===== src/hdl/particle_streak_integrator_defines.svh =====
// Assertion macros shared by the particle streak integrator RTL.
`ifndef PARTICLE_STREAK_INTEGRATOR_DEFINES_SVH
`define PARTICLE_STREAK_INTEGRATOR_DEFINES_SVH

// Condition that must hold at every clock edge outside reset.
`define PSI_ASSERT_HOLDS(label, clk, rstn, cond, msg) \
    label: assert property (@(posedge clk) disable iff (!rstn) (cond)) else $error(msg);

// Implication checked in the same cycle.
`define PSI_ASSERT_SAME(label, clk, rstn, ante, cons, msg) \
    label: assert property (@(posedge clk) disable iff (!rstn) (ante) |-> (cons)) else $error(msg);

// Implication whose consequent is checked in the following cycle.
`define PSI_ASSERT_NEXT(label, clk, rstn, ante, cons, msg) \
    label: assert property (@(posedge clk) disable iff (!rstn) (ante) |=> (cons)) else $error(msg);

`endif


===== src/hdl/psi_pkg.sv =====
// Shared types, constants and coefficient tables of the particle streak integrator.
`default_nettype none

package psi_pkg;

    localparam int FRAC_BITS = 16;
    localparam int CONST_W   = 18;
    localparam int TOTAL_W   = 17;
    localparam int TYPE_W    = 2;
    localparam int CFG_IDX_W = 3;

    // Decoupling queue between front and back
    localparam int QDEPTH = 2;
    localparam int QPTR_W = $clog2(QDEPTH);
    localparam int QCNT_W = $clog2(QDEPTH + 1);

    typedef logic [CONST_W-1:0] coef_t;

    typedef enum logic [CFG_IDX_W-1:0] {
        CFG_TYPE   = 3'd0,
        CFG_FADE   = 3'd1,
        CFG_WIND_X = 3'd2,
        CFG_WIND_Y = 3'd3,
        CFG_WIND_Z = 3'd4
    } cfg_idx_t;

    typedef enum logic [TYPE_W-1:0] {
        PTYPE_0    = 2'd0,
        PTYPE_1    = 2'd1,
        PTYPE_2    = 2'd2,
        PTYPE_3UP  = 2'd3
    } ptype_t;

    // Queue status seen by the producer and the consumer
    typedef struct packed {
        logic full;
        logic empty;
    } qstat_t;

    // Streak length, unsigned Q2.16
    function automatic coef_t streak_coef(input logic [TYPE_W-1:0] t);
        unique case (ptype_t'(t))
            PTYPE_0:   return coef_t'(98304);
            PTYPE_1:   return coef_t'(98304);
            PTYPE_2:   return coef_t'(196608);
            PTYPE_3UP: return coef_t'(52429);
        endcase
    endfunction

    // Gravity subtracted from y velocity, unsigned Q2.16
    function automatic coef_t gravity_coef(input logic [TYPE_W-1:0] t);
        unique case (ptype_t'(t))
            PTYPE_0:   return coef_t'(1966);
            PTYPE_1:   return coef_t'(3277);
            PTYPE_2:   return coef_t'(1966);
            PTYPE_3UP: return coef_t'(262);
        endcase
    endfunction

    // Drag factor, unsigned Q2.16
    function automatic coef_t drag_coef(input logic [TYPE_W-1:0] t);
        unique case (ptype_t'(t))
            PTYPE_0:   return coef_t'(62915);
            PTYPE_1:   return coef_t'(62915);
            PTYPE_2:   return coef_t'(62915);
            PTYPE_3UP: return coef_t'(64553);
        endcase
    endfunction

endpackage

`default_nettype wire


===== src/hdl/psi_front.sv =====
// Front stage: accepts a particle and forms the partial products of the fade test.
`default_nettype none

module psi_front import psi_pkg::*; #(
    parameter int DW = 32
) (
    input  wire logic                 aclk,
    input  wire logic                 aresetn,
    input  wire logic                 in_valid,
    output logic                      in_ready,
    input  wire logic [10*DW-1:0]     in_data,
    input  wire logic                 in_last,
    input  wire logic [DW-1:0]        fade_rate,
    output logic                      push,
    output logic [9*DW+8*((DW+1)/2)+1:0] push_data,
    input  wire qstat_t               qstat
);

    localparam int HW     = (DW + 1) / 2;
    localparam int PPW    = 2 * HW;
    localparam int ITEM_W = 9 * DW + 4 * PPW + 2;

    logic [DW-1:0]     age;
    logic [DW-1:0]     fade_mag;
    logic [DW-1:0]     age_mag;
    logic [PPW-1:0]    mag_f;
    logic [PPW-1:0]    mag_a;
    logic [PPW-1:0]    pp_ll;
    logic [PPW-1:0]    pp_lh;
    logic [PPW-1:0]    pp_hl;
    logic [PPW-1:0]    pp_hh;
    logic              same_sign;
    logic              accept;
    logic              valid_reg;
    logic              valid_next;
    logic [ITEM_W-1:0] item_reg;
    logic [ITEM_W-1:0] item_next;

    assign age = in_data[10*DW-1:9*DW];

    // Magnitudes of fade rate and age, split into halves
    assign fade_mag = fade_rate[DW-1] ? (~fade_rate + DW'(1)) : fade_rate;
    assign age_mag  = age[DW-1] ? (~age + DW'(1)) : age;
    assign mag_f    = PPW'(fade_mag);
    assign mag_a    = PPW'(age_mag);

    assign pp_ll = mag_f[HW-1:0]   * mag_a[HW-1:0];
    assign pp_lh = mag_f[HW-1:0]   * mag_a[PPW-1:HW];
    assign pp_hl = mag_f[PPW-1:HW] * mag_a[HW-1:0];
    assign pp_hh = mag_f[PPW-1:HW] * mag_a[PPW-1:HW];

    // Product can only exceed one when both are nonzero and share a sign
    assign same_sign = (fade_rate != '0) && (age != '0) && (fade_rate[DW-1] == age[DW-1]);

    assign item_next = {in_last, same_sign, pp_hh, pp_hl, pp_lh, pp_ll, in_data[9*DW-1:0]};

    // Hold one request; hand it on when the queue has room
    assign push       = valid_reg && !qstat.full;
    assign in_ready   = !valid_reg || !qstat.full;
    assign accept     = in_valid && in_ready;
    assign valid_next = accept || (valid_reg && qstat.full);

    always_ff @(posedge aclk) begin
        if (!aresetn) begin
            valid_reg <= 1'b0;
        end else begin
            valid_reg <= valid_next;
        end
    end

    always_ff @(posedge aclk) begin
        if (accept) begin
            item_reg <= item_next;
        end
    end

    assign push_data = item_reg;

endmodule

`default_nettype wire


===== config.mk =====
export PLATFORM = sky130hd
export DESIGN_NAME = psi_front
export DESIGN_NICKNAME = d
export VERILOG_FILES = /design/src/hdl/particle_streak_integrator_defines.svh /design/src/hdl/psi_pkg.sv /design/src/hdl/psi_front.sv
export SDC_FILE = /design/constraint.sdc
export NUM_CORES = 2
export LEC_CHECK = 0
export ABC_AREA = 0
export BUFFER_PORTS_ARGS = -buffer_cell sky130_fd_sc_hd__buf_2
export CORE_ASPECT_RATIO = 0.75
export CORE_MARGIN = 8
export CORE_UTILIZATION = 60
export CTS_BUF_LIST = sky130_fd_sc_hd__clkbuf_4
export DETAILED_ROUTE_END_ITERATION = 6
export PLACE_DENSITY = 0.84
export SYNTH_ARGS = -nofsm -noshare
export SYNTH_HDL_FRONTEND = slang
export SYNTH_SLANG_ARGS = --single-unit

===== constraint.sdc =====
create_clock -name aclk -period 12.2 [get_ports aclk]
set_input_delay 0.61 -clock aclk [delete_from_list [all_inputs] [get_ports aclk]]
set_output_delay 0.61 -clock aclk [all_outputs]
set_load 0.005 [all_outputs]

== After elaboration in Yosys (flattened, before gate mapping) ==
Cells that the tools add are included.
Widths: inputs -> output; s select.

* Flip-flop bits (word level): 419
* Bits of input ports: 358
* Output and inout bits: 420
* Logic and storage cells: 24

* $add $sub $neg: 2
* Multipliers: 4
* Eq/ne operators: 1
* Mux-type cells: 2
* Bitwise gates (word level): 2
* Reduce and logical (&&, ||, !) cells: 11

{| class="wikitable"
|+ Operator list
! operator !! number
|-
| $mul 16x16->32 || 4
|-
| $add 32x1->32 const B || 2
|-
| $mux 32 || 2
|-
| $not 32->32 || 2
|-
| $reduce_bool 32->1 || 2
|-
| $logic_and 1x1->1 || 5
|-
| $logic_not 1->1 || 2
|-
| $logic_or 1x1->1 || 2
|-
| $eq 1x1->1 || 1
|}

== Longest topological paths before layout ==
* Depth after elaboration: 4
* Gate-level depth with buffers: 32
* Mapped depth without buffers: 28

== Worst setup path after synthesis ==
No wires, ideal clock.

* Kind: input -> register
* Start point: in qstat[1] (netlist bit)
* End point: reg item_reg[0] (netlist: push_data[0]) (enable)
* Setup time: 0.834 ns
* Data arrival time: 10.129 ns
* Required time: 11.366 ns
* Path slack: 1.237 ns
* Cell stages on the path: 2
* Buffers on the path: 0
* Cells stage by stage: nand2_1 -> and2_1

* Cells in the longest elaborated chain, start to end: 3

{| class="wikitable"
|+ RTL lines
! item !! line !! text
|-
| start: declaration || psi_front.sv:16 || <nowiki>input wire qstat_t qstat</nowiki>
|-
| $logic_not 1->1 || psi_front.sv:59 || <nowiki>assign in_ready = !valid_reg || !qstat.full;</nowiki>
|-
| $logic_or 1x1->1 || psi_front.sv:59 ||
|-
| $logic_and 1x1->1 || psi_front.sv:60 || <nowiki>assign accept = in_valid && in_ready;</nowiki>
|-
| net accept || psi_front.sv:33 || <nowiki>logic accept;</nowiki>
|-
| end signal: assignment || psi_front.sv:73 || <nowiki>item_reg <= item_next;</nowiki>
|-
| end: declaration || psi_front.sv:36 || <nowiki>logic [ITEM_W-1:0] item_reg;</nowiki>
|}

The timed path passes the listed nets, and every way through them passes these cells.
A chain may end at the register's enable or synchronous reset.

== Final worst setup path ==
* Start point: in fade_rate[9]
* End point: reg item_reg[415] (netlist: push_data[415]), data pin

* Cells in the longest elaborated chain, start to end: 4

{| class="wikitable"
|+ RTL lines
! item !! line !! text
|-
| start: declaration || psi_front.sv:13 || <nowiki>input wire logic [DW-1:0] fade_rate,</nowiki>
|-
| $not 32->32 || psi_front.sv:42 || <nowiki>assign fade_mag = fade_rate[DW-1] ? (~fade_rate + DW'(1)) : fade_rate;</nowiki>
|-
| $add 32x1->32 || psi_front.sv:42 ||
|-
| $mux 32 || psi_front.sv:42 ||
|-
| $mul 16x16->32 || psi_front.sv:50 || <nowiki>assign pp_hh = mag_f[PPW-1:HW] * mag_a[PPW-1:HW];</nowiki>
|-
| net pp_hh[31] || psi_front.sv:31 || <nowiki>logic [PPW-1:0] pp_hh;</nowiki>
|}

The timed path passes the listed nets, and every way through them passes these cells.

==> results by group <==
Run status
  – Status: completed

Global route
  – Initial antenna violation count: 32
  – Wire length of the first global-routing pass: 248000 um
  – Met2 global-route usage: 0.548
  – Most used routing layer: met2
  – Overflow after GRT: 0
  – Vias in the first global route: approximately 43000
  – Global Route met1 Usage: 0.464
  – Largest net degree at the start of global routing: between 150 and 200
  – GR Util met3: 0.176
  – Total Routing Usage GR: 0.370

CTS
  – CTS sink cnt: 419
  – Clock Latency Late Sink: about 0.96 ns
  – CTS tree: done
  – H-tree levels: 3
  – Post-CTS sizing: 0
  – Max Buffers Root-to-Sink: 3
  – CTS Buf Count: 100
  – Hold buffer count at CTS: roughly 290
  – # Post-CTS Setup Buffers: 0
  – CTS clk-pin slew, worst paths: 0.08 ns
  – Clock root buffer: clkbuf_4

Logic synthesis
  – Top_reg_cell synth: edfxtp_1
  – Asr flop ratio synth: 0
  – Biggest area consumer among synthesized cells: fa_1
  – Top cells by area, synth: fa_1, edfxtp_1, ha_1
  – Area share of the largest cell type after synthesis: 0.327
  – Synth warnings: 0
  – Count leader, synth: inv_1
  – Number of synthesized flops with an enable pin: 418
  – Synth Cell Area: 47500 um2
  – Cell variety after synth: 70
  – Syn_nets: roughly 6200
  – Syn Inst Count: roughly 4700
  – Post-synthesis area per instance: just over 10 um2
  – Yosys reg bits: 419
  – Post-synthesis sequential area ratio: 0.264
  – Synth cell count leaders: inv_1, fa_1, nand2_1

Setup path
  – Crit path kind: in -> reg
  – Critical Path Start Type: input pin
  – Data arrival time of the critical path: 10.11 ns
  – CP Capture Type: flip-flop
  – Worst-path fanout max: 9
  – Required @ worst endpoint: 12.92 ns

Timing
  – Final worst path period need: 9.39 ns
  – Hold WS: slightly above 0.07 ns
  – Slew @ Worst Pin: 1.44 ns
  – Period utilization: 0.769
  – Final hold viol count: 0
  – Slew margin rel.: 0.0341
  – Max Fclk: ~0.11 GHz
  – Setup-failing EPs final: 0
  – RSZ-0062 raised after global routing: false
  – Max Slew Vio Count: 0
  – Clock skew: approximately 0.057 ns
  – Setup tns final: 0 ns

Placement
  – Dpl cells: 6452
  – I/O Buffers: 776
  – RePlAce Congestion: 1.00
  – DP Area: about 53000 um2
  – Post-DP HPWL: about 130000 um

Floorplanning
  – Die ar.: 88600 um2
  – Core footprint: a little under 80000 um2
  – Die Ht: 260 um
  – # IOs: 778
  – Initial core utilization: 0.605
  – FP Rows: 89
  – Die X: 341 um

Routing
  – Total wire length: 165000 um
  – Vias post-DR: between 40000 and 50000
  – Iter 0 DRT Violations: between 4000 and 5000
  – Routed length per instance: 23.8 um
  – Antenna-violating nets left: 0
  – Drt pass-1 iters: 7
  – DRC viols: 0
  – Drt via density: about 5.8

Worst hold path
  – Hold WC Path Type: in -> reg

Cells and area
  – Final non-filler cell total: approximately 6900
  – Largest register FFs: 418
  – Fin area: 57500 um2
  – Layout cell share with drive strength beyond 1: 0.186
  – Final net count: 7348
  – Area grow syn2layout: 20.8%

Run
  – Max_cap viols: 0
==> per-stage QoR <==
step,worst slack (ns),util
after floorplan,1.24,-
after global placement,2.41,0.677
after detailed placement,2.24,0.677
after CTS,3.14,0.730
after global routing,2.41,0.730
final,2.81,0.731
==> routing by layer <==
metal	up-vias	routed length, um
met5	-	247
met4	16	8410
met3	708	27600
li1	16900	-
met2	2931	71000
met1	19700	58200
==> cell usage in the layout, fill, tap and decap left out, types with 80 or more instances in the layout <==
cell type and instances:
nor2_1 532, xnor2_1 109, o21ai_0 88, xor2_1 80, fa_1 776, dlygate4sd3_1 288
edfxtp_1 418, clkbuf_4 138, buf_2 776, inv_1 920, ha_1 418, nand2_1 653
buf_4 114, a21oi_1 104
==> kinds of logic after synthesis <==
logic type,count (synthesis),synth area share
XOR/XNOR,225,0.0414
AO/OA/AOI/OAI,400,0.0544
adder cells (fa/ha/maj),1194,0.437
multiplexers,2,0.000421
flip-flops,419,0.264
AND/OR/NAND/NOR,1353,0.116
buffers and inverters,1100,0.0870
==> layout make-up <==
class	count	area, um2
antenna	35	87.6
inverter	922	3460
fill	5420	21200
tap	1046	1310
clock buffer	138	1040
sequential	419	12600
timing repair buffer	1179	7640
multi-input combinational	3174	31100
clock inverter	35	198
==> final timing paths <==
| kind | startpoint | to | slack (ns) | cells after the start |
|---|---|---|---|---|
| min reg2reg | valid_reg | valid_reg | 1.15 | 3 |
| max reg2reg | valid_reg | push_data[52] | 8.83 | 4 |
| max | fade_rate[9] | push_data[415] | 2.81 | 26 |
| min | in_data[72] | push_data[72] | 0.07 | 1 |
==> worst max-delay path, stage by stage <==
cell,delay [ns]
buf_2,0.14
or4_1,0.56
or2_1,0.29
or3_1,0.59
or4_1,0.63
and2_1,0.25
xnor2_1,1.02
nor2_1,0.19
fa_1,0.58
inv_1,0.05
fa_1,0.47
fa_1,0.51
inv_1,0.06
fa_1,0.49
fa_1,0.49
inv_1,0.05
fa_1,0.47
inv_1,0.04
ha_1,0.40
nand2_1,0.12
nor3_1,0.25
a32oi_1,0.33
o31ai_1,0.71
a21oi_1,0.23
o21a_1,0.25
o311ai_0,0.32
Power is not shown: default switching activity piles up to over one toggle a cycle in this logic, so the estimate is an artifact.
