## src/hdl/particle_streak_integrator_defines.svh

```systemverilog
// Assertion macros shared by the particle streak integrator RTL.
`ifndef PARTICLE_STREAK_INTEGRATOR_DEFINES_SVH
`define PARTICLE_STREAK_INTEGRATOR_DEFINES_SVH

// Condition that must hold at every clock edge outside reset.
`define PSI_ASSERT_HOLDS(label, clk, rstn, cond, msg) \
    label: assert property (@(posedge clk) disable iff (!rstn) (cond)) else $error(msg);

// Implication checked in the same cycle.
`define PSI_ASSERT_SAME(label, clk, rstn, ante, cons, msg) \
    label: assert property (@(posedge clk) disable iff (!rstn) (ante) |-> (cons)) else $error(msg);

// Implication whose consequent is checked in the following cycle.
`define PSI_ASSERT_NEXT(label, clk, rstn, ante, cons, msg) \
    label: assert property (@(posedge clk) disable iff (!rstn) (ante) |=> (cons)) else $error(msg);

`endif

```

## src/hdl/psi_pkg.sv

```systemverilog
// Shared types, constants and coefficient tables of the particle streak integrator.
`default_nettype none

package psi_pkg;

    localparam int FRAC_BITS = 16;
    localparam int CONST_W   = 18;
    localparam int TOTAL_W   = 17;
    localparam int TYPE_W    = 2;
    localparam int CFG_IDX_W = 3;

    // Decoupling queue between front and back
    localparam int QDEPTH = 2;
    localparam int QPTR_W = $clog2(QDEPTH);
    localparam int QCNT_W = $clog2(QDEPTH + 1);

    typedef logic [CONST_W-1:0] coef_t;

    typedef enum logic [CFG_IDX_W-1:0] {
        CFG_TYPE   = 3'd0,
        CFG_FADE   = 3'd1,
        CFG_WIND_X = 3'd2,
        CFG_WIND_Y = 3'd3,
        CFG_WIND_Z = 3'd4
    } cfg_idx_t;

    typedef enum logic [TYPE_W-1:0] {
        PTYPE_0    = 2'd0,
        PTYPE_1    = 2'd1,
        PTYPE_2    = 2'd2,
        PTYPE_3UP  = 2'd3
    } ptype_t;

    // Queue status seen by the producer and the consumer
    typedef struct packed {
        logic full;
        logic empty;
    } qstat_t;

    // Streak length, unsigned Q2.16
    function automatic coef_t streak_coef(input logic [TYPE_W-1:0] t);
        unique case (ptype_t'(t))
            PTYPE_0:   return coef_t'(98304);
            PTYPE_1:   return coef_t'(98304);
            PTYPE_2:   return coef_t'(196608);
            PTYPE_3UP: return coef_t'(52429);
        endcase
    endfunction

    // Gravity subtracted from y velocity, unsigned Q2.16
    function automatic coef_t gravity_coef(input logic [TYPE_W-1:0] t);
        unique case (ptype_t'(t))
            PTYPE_0:   return coef_t'(1966);
            PTYPE_1:   return coef_t'(3277);
            PTYPE_2:   return coef_t'(1966);
            PTYPE_3UP: return coef_t'(262);
        endcase
    endfunction

    // Drag factor, unsigned Q2.16
    function automatic coef_t drag_coef(input logic [TYPE_W-1:0] t);
        unique case (ptype_t'(t))
            PTYPE_0:   return coef_t'(62915);
            PTYPE_1:   return coef_t'(62915);
            PTYPE_2:   return coef_t'(62915);
            PTYPE_3UP: return coef_t'(64553);
        endcase
    endfunction

endpackage

`default_nettype wire

```

## src/hdl/psi_queue.sv

```systemverilog
// Two-entry queue that decouples the front stage from the integration back end.
`default_nettype none
`include "particle_streak_integrator_defines.svh"

module psi_queue import psi_pkg::*; #(
    parameter int W = 8
) (
    input  wire logic         aclk,
    input  wire logic         aresetn,
    input  wire logic         push,
    input  wire logic [W-1:0] push_data,
    input  wire logic         pop,
    output logic [W-1:0]      pop_data,
    output qstat_t            qstat
);

    logic [W-1:0]      entry_reg [QDEPTH];
    logic [QPTR_W-1:0] wr_ptr_reg;
    logic [QPTR_W-1:0] wr_ptr_next;
    logic [QPTR_W-1:0] rd_ptr_reg;
    logic [QPTR_W-1:0] rd_ptr_next;
    logic [QCNT_W-1:0] count_reg;
    logic [QCNT_W-1:0] count_next;

    // Advance pointers with wrap
    assign wr_ptr_next = !push ? wr_ptr_reg :
                         (wr_ptr_reg == QPTR_W'(QDEPTH - 1)) ? '0 : wr_ptr_reg + 1'b1;
    assign rd_ptr_next = !pop ? rd_ptr_reg :
                         (rd_ptr_reg == QPTR_W'(QDEPTH - 1)) ? '0 : rd_ptr_reg + 1'b1;

    always_comb begin
        count_next = count_reg;
        if (push && !pop) begin
            count_next = count_reg + 1'b1;
        end else if (pop && !push) begin
            count_next = count_reg - 1'b1;
        end
    end

    always_ff @(posedge aclk) begin
        if (!aresetn) begin
            wr_ptr_reg <= '0;
            rd_ptr_reg <= '0;
            count_reg  <= '0;
        end else begin
            wr_ptr_reg <= wr_ptr_next;
            rd_ptr_reg <= rd_ptr_next;
            count_reg  <= count_next;
        end
    end

    // Store the incoming request
    always_ff @(posedge aclk) begin
        if (push) begin
            entry_reg[wr_ptr_reg] <= push_data;
        end
    end

    assign pop_data    = entry_reg[rd_ptr_reg];
    assign qstat.full  = (count_reg == QCNT_W'(QDEPTH));
    assign qstat.empty = (count_reg == '0);

    `PSI_ASSERT_SAME(a_no_push_full, aclk, aresetn, push, !qstat.full, "push into full queue")
    `PSI_ASSERT_SAME(a_no_pop_empty, aclk, aresetn, pop, !qstat.empty, "pop from empty queue")
    `PSI_ASSERT_NEXT(a_count_up, aclk, aresetn, push && !pop, count_reg == $past(count_reg) + 1'b1, "queue count did not grow on push")

endmodule

`default_nettype wire

```

## config.mk

```make
export PLATFORM = sky130hd
export DESIGN_NAME = psi_queue
export DESIGN_NICKNAME = d
export VERILOG_FILES = /design/src/hdl/psi_pkg.sv /design/src/hdl/psi_queue.sv
export VERILOG_INCLUDE_DIRS = /design/src /design/src/hdl
export SDC_FILE = /design/constraint.sdc
export NUM_CORES = 1
export LEC_CHECK = 0
export BUFFER_PORTS_ARGS = -buffer_cell sky130_fd_sc_hd__buf_2
export CAP_MARGIN = 5
export CORE_AREA = 2 2 44 46
export CTS_CLUSTER_DIAMETER = 60
export DETAILED_ROUTE_END_ITERATION = 8
export DIE_AREA = 0 0 46 48
export PLACE_DENSITY = 0.84
export REMOVE_ABC_BUFFERS = 1
export SLEW_MARGIN = 5
export SYNTH_ARGS = -nofsm -noshare
export SYNTH_HDL_FRONTEND = slang
export SYNTH_SLANG_ARGS = --single-unit
```

## constraint.sdc

```tcl
create_clock -name aclk -period 1.4 [get_ports aclk]
set_clock_uncertainty 0.15 [all_clocks]
set_input_delay 0.21 -clock aclk [delete_from_list [all_inputs] [get_ports aclk]]
set_output_delay 0.21 -clock aclk [all_outputs]
set_load 0.03 [all_outputs]
```

# Yosys cells after proc, flatten, opt, wreduce, memory -nomap -nowiden
# Memories as Yosys holds them, arrays and structs flattened. A register that Yosys moved wholly into a read port is not among the register bits.
# Index checks and enable logic that the tools add are counted.
# totals
regBits	4
ram_bits	16
wordCells	23
mem_count	1
# op_classes
add_sub_neg	4
eq_ne	1
mux	8
n_reduce_logical	6
# mem_list
memory	words	width	rd	rd_clocked_by_memory_dff	write_ports	line_no	text
entry_reg	2	8	1	1	1	psi_queue.sv:17	logic [W-1:0] entry_reg [QDEPTH];
# op_table
operator	n
$mux W1	6
$mux W2	2
$add A1 B1 Y1 const B	2
$add A2 B1 Y2 const B	1
$eq A2 B2 Y1 const B	1
$logic_and A1 B1 Y1	2
$logic_not A1 Y1	2
$logic_not A2 Y1	1
$reduce_bool A2 Y1	1
$sub A2 B1 Y2 const B	1

# Depth between registers and ports, before layout
# logic_depth
depth_word	4
depth_mapped	5
mapped_depth_nobuf	5

# Least setup slack after synthesis
# No wires, ideal clock.
# synth_path
path_kind	register -> register
start	reg wr_ptr_reg
end	mem entry_reg[0][0] (enable)
setup_time_ns	0.375
t_arrival_ns	0.730
required_time_ns	0.875
slack_ns	0.146
path_stages_with_launch	2
path_buffers	0
period_less_slack_ns	1.254
cell_sequence	dfxtp_1 nor2b_1
# synth_lines
item	line_no	text
start: declaration	psi_queue.sv:18	logic [QPTR_W-1:0] wr_ptr_reg;
start signal: assignment	psi_queue.sv:46	wr_ptr_reg <= wr_ptr_next;
end: declaration	psi_queue.sv:17	
# Straight into the memory's write port.

==> results.rst <==
.. list-table::
   :header-rows: 1

   * - Metric
     - Value
   * - Max-capacitance violation count
     - 0
   * - Reg2Reg Setup Slack
     - around 110 ps
   * - Max VDD drop
     - roughly 0.00074 V
   * - Commonest non-fill, non-tap cells in the layout
     - 16 x edfxtp_1, 12 x buf_2, 9 x buf_6
   * - Final RePlAce weighted congestion
     - 0.632
   * - PortBufs
     - 21
   * - First-pass GRT wire length
     - 1930 um
   * - CTS root buffer
     - clkbuf_4
   * - Final count of negative-setup-slack endpoints
     - 8
   * - WP data arrival
     - about 1200 ps
   * - List of cells traversed by the critical path
     - buf_12 -> mux2_4 -> buf_6
   * - Highest Clock Rate
     - ~630 MHz
   * - Minimum clock period
     - 1580 ps
   * - Max FO, Critical Path
     - 8
   * - Switching share of total power
     - 0.253
   * - Floorplan die width
     - about 46 um
   * - Iteration-0 DRC count of the detailed router
     - 3
   * - TritonCTS clock tree
     - built
   * - Count of buffer and inverter cells on the critical path
     - 2
   * - Number of flip-flops under the largest register name
     - 16
   * - DIE AREA
     - 2210 sq um
   * - Clock buffer count from CTS
     - 3
   * - Critical Path End Type
     - output port
   * - Avg Synthesized Cell Area
     - approximately 17 sq um
   * - Row count
     - 15
   * - Vias per cell
     - 4.79
   * - Total number of cells along the worst setup path
     - 3
   * - Share of the yosys chip area belonging to registers
     - 0.731
   * - Post-Syn Instances
     - 47
   * - Boundary Pins
     - 22
   * - Worst-path clk slew
     - 110 ps
   * - Die Y
     - 48 um
   * - Clock sink count
     - 21
   * - Vias
     - 479
   * - Number of levels the H-tree was split into
     - 1
   * - Area of the multi-input gates
     - 235 sq um
   * - Number of nets at the end of the flow
     - 97
   * - Worst flop-to-flop path startpoint
     - count_reg[0]$_SDFFE_PN0P_
   * - Placeable core region
     - 1690 sq um
   * - Largest net degree at the start of global routing
     - 13
   * - End point of the critical path
     - pop_data[5]
   * - Leakage power total
     - ~0.5 nW
   * - Slew @ Worst Pin
     - 373 ps
   * - Fraction of layout instances using a drive strength above 1
     - 0.482
   * - Run status
     - finished with violations
   * - Number of iterations in the first detailed-routing pass
     - 4
   * - Gate power share
     - 0.242
   * - Worst Hold Margin
     - 23.7 ps
   * - Count of warnings emitted by yosys
     - 0
   * - Post-route setup TNS
     - -1410 ps
   * - Cell area after synthesis
     - a little under 800 sq um
   * - Final cycle utilization of the critical path
     - 1.13
   * - Via count of the first global-routing pass
     - 482
   * - Per-cell routed wire length
     - 12.9 um
   * - Drc violations
     - 0
   * - Critical path required time
     - between 1000 and 1500 ps
   * - RSZ-0062 raised after global routing
     - true
   * - Antenna Diode Count
     - 0
   * - ANT nets after route
     - 0
   * - Worst-case headroom to the max-slew limit
     - 0.752
   * - Area growth from synthesis to layout
     - 45.4%
   * - Worst Setup Path Type
     - register to output port
   * - Maximum buffer depth of the clock tree
     - 2
   * - Dpl hpwl
     - 878 um
   * - Relative contribution of sequential cells to total power
     - 0.552
   * - CP max stage delay
     - 350 ps
   * - Number of fillers in the final layout
     - 122
   * - Skew-Pair Late Insertion Delay
     - 290 ps
   * - Worst flop-to-flop path endpoint
     - count_reg[1]$_SDFFE_PN0P_
   * - Kind of cell adding the most delay to the critical path
     - flip-flops
   * - Initial cell density of the core
     - 0.470
   * - Post-synthesis register bit count
     - 21
   * - Commonest non-fill, non-tap cell in the layout
     - edfxtp_1
   * - CP Launch Type
     - register
   * - Internal power
     - 0.000990 W
   * - Number of antenna violations at the first check in global routing
     - 0
   * - Path category of the worst min-delay check
     - input pin to register
   * - Relative contribution of the clock network to total power
     - 0.206
   * - Max stage delay cell, worst path
     - dfxtp_2
   * - Final setup slack of the worst path
     - -178 ps
   * - Sequential cell area
     - ~600 sq um
   * - Violations in the final reports
     - negative setup slack
   * - Reg2Reg Depth
     - 4
   * - Distinct cell type count after synthesis
     - 16
   * - Switching power
     - between 0.0003 and 0.0004 W
   * - Total global routing overflow
     - 0
   * - P per Cell Area
     - 1150 nW/um^2
   * - Hold violation total from the final report
     - 0
   * - Total wire length after detailed routing
     - between 1000 and 1500 um
   * - Slew Limit Fails
     - 0
   * - Global-route usage over all layers
     - 0.126
## synth_stat cells, drive strengths merged
| master | count | area (sq um) |
|---|---|---|
| and2 | 4 | 25.0 |
| o21ai | 1 | 5.00 |
| nor2b | 2 | 12.5 |
| edfxtp | 16 | 480 |
| a21boi | 1 | 7.51 |
| or3 | 1 | 6.26 |
| xor2 | 2 | 17.5 |
| o21a | 1 | 7.51 |
| inv | 1 | 3.75 |
| nor2 | 1 | 3.75 |
| ha | 1 | 12.5 |
| xnor2 | 1 | 8.76 |
| mux2 | 8 | 90.1 |
| and2b | 1 | 8.76 |
| buf | 1 | 5.00 |
| dfxtp | 5 | 100 |
## per-stage QoR
step                      worst slack [ps]  power (W)  cells  utilization  instance area [sq um]
final                                 -178    0.00133    100        0.684                   1150
after global routing                  -216    0.00138    100        0.684                   1150
after CTS                             -195    0.00133    100        0.680                   1150
after detailed placement              37.1   0.000985     87        0.563                    951
after global placement                70.7   0.000977     87        0.563                    951
after floorplan                        145   0.000898     46            -                    790
## timing repair
| action | in CTS | in global routing |
|---|---|---|
| hold endpoints to repair | 16 | 0 |
| setup endpoints to repair | 9 | 9 |
| buffers inserted | 1 | 0 |
| resized for setup | 26 | 3 |
| hold buffers | 8 | 0 |
## routing by layer
layer | vias up | track usage | wire, um | part of all wire
met5 | - | 0 | 0 | 0
met4 | 0 | 0.0514 | 0 | 0
met3 | 0 | 0.0226 | 76 | 0.059
met2 | 17 | 0.244 | 691 | 0.54
met1 | 223 | 0.133 | 520 | 0.40
li1 | 239 | - | - | -
## power groups by stage
stage	Clock (W)	Combinational, W	Sequential (W)
floorplan	0	0.000152	0.000746
global placement	0	0.000233	0.000744
detailed placement	0	0.000239	0.000746
CTS	0.000285	0.000318	0.000732
global route	0.000299	0.000344	0.000735
finish	0.000273	0.000321	0.000731
## final cells by class
type,count,share of cell area
clock buffers,3,0.0195
clock inverters,1,0.00433
inverters,1,0.00325
multi-input cells,24,0.204
flip-flops and latches,21,0.505
well taps,17,0.0184
repair buffers,33,0.246
## cell families (layout without fill, tap and decap cells)
family / after synthesis / count (layout) / share of synthesized area
flip-flops: 21 / 21 / 0.731
AND/OR/NAND/NOR: 9 / 9 / 0.0709
multiplexers: 8 / 8 / 0.113
AO/OA/AOI/OAI: 3 / 3 / 0.0252
XOR/XNOR: 3 / 3 / 0.0331
buffers and inverters: 2 / 38 / 0.0110
adder cells (fa/ha/maj): 1 / 1 / 0.0157
## how the worst min path moves through the flow
stage                             from                        end  slack, ps  cells after the start
after floorplan           push_data[0]  entry_reg[0][0]$_DFFE_PP_        160                      0
after global placement    push_data[2]  entry_reg[1][2]$_DFFE_PP_        250                      1
after detailed placement  push_data[7]  entry_reg[1][7]$_DFFE_PP_        250                      1
after CTS                      aresetn  count_reg[0]$_SDFFE_PN0P_         30                      2
after global routing           aresetn  count_reg[0]$_SDFFE_PN0P_         20                      2
final                          aresetn  count_reg[0]$_SDFFE_PN0P_         20                      2
Power figures use the tool's default switching activity.
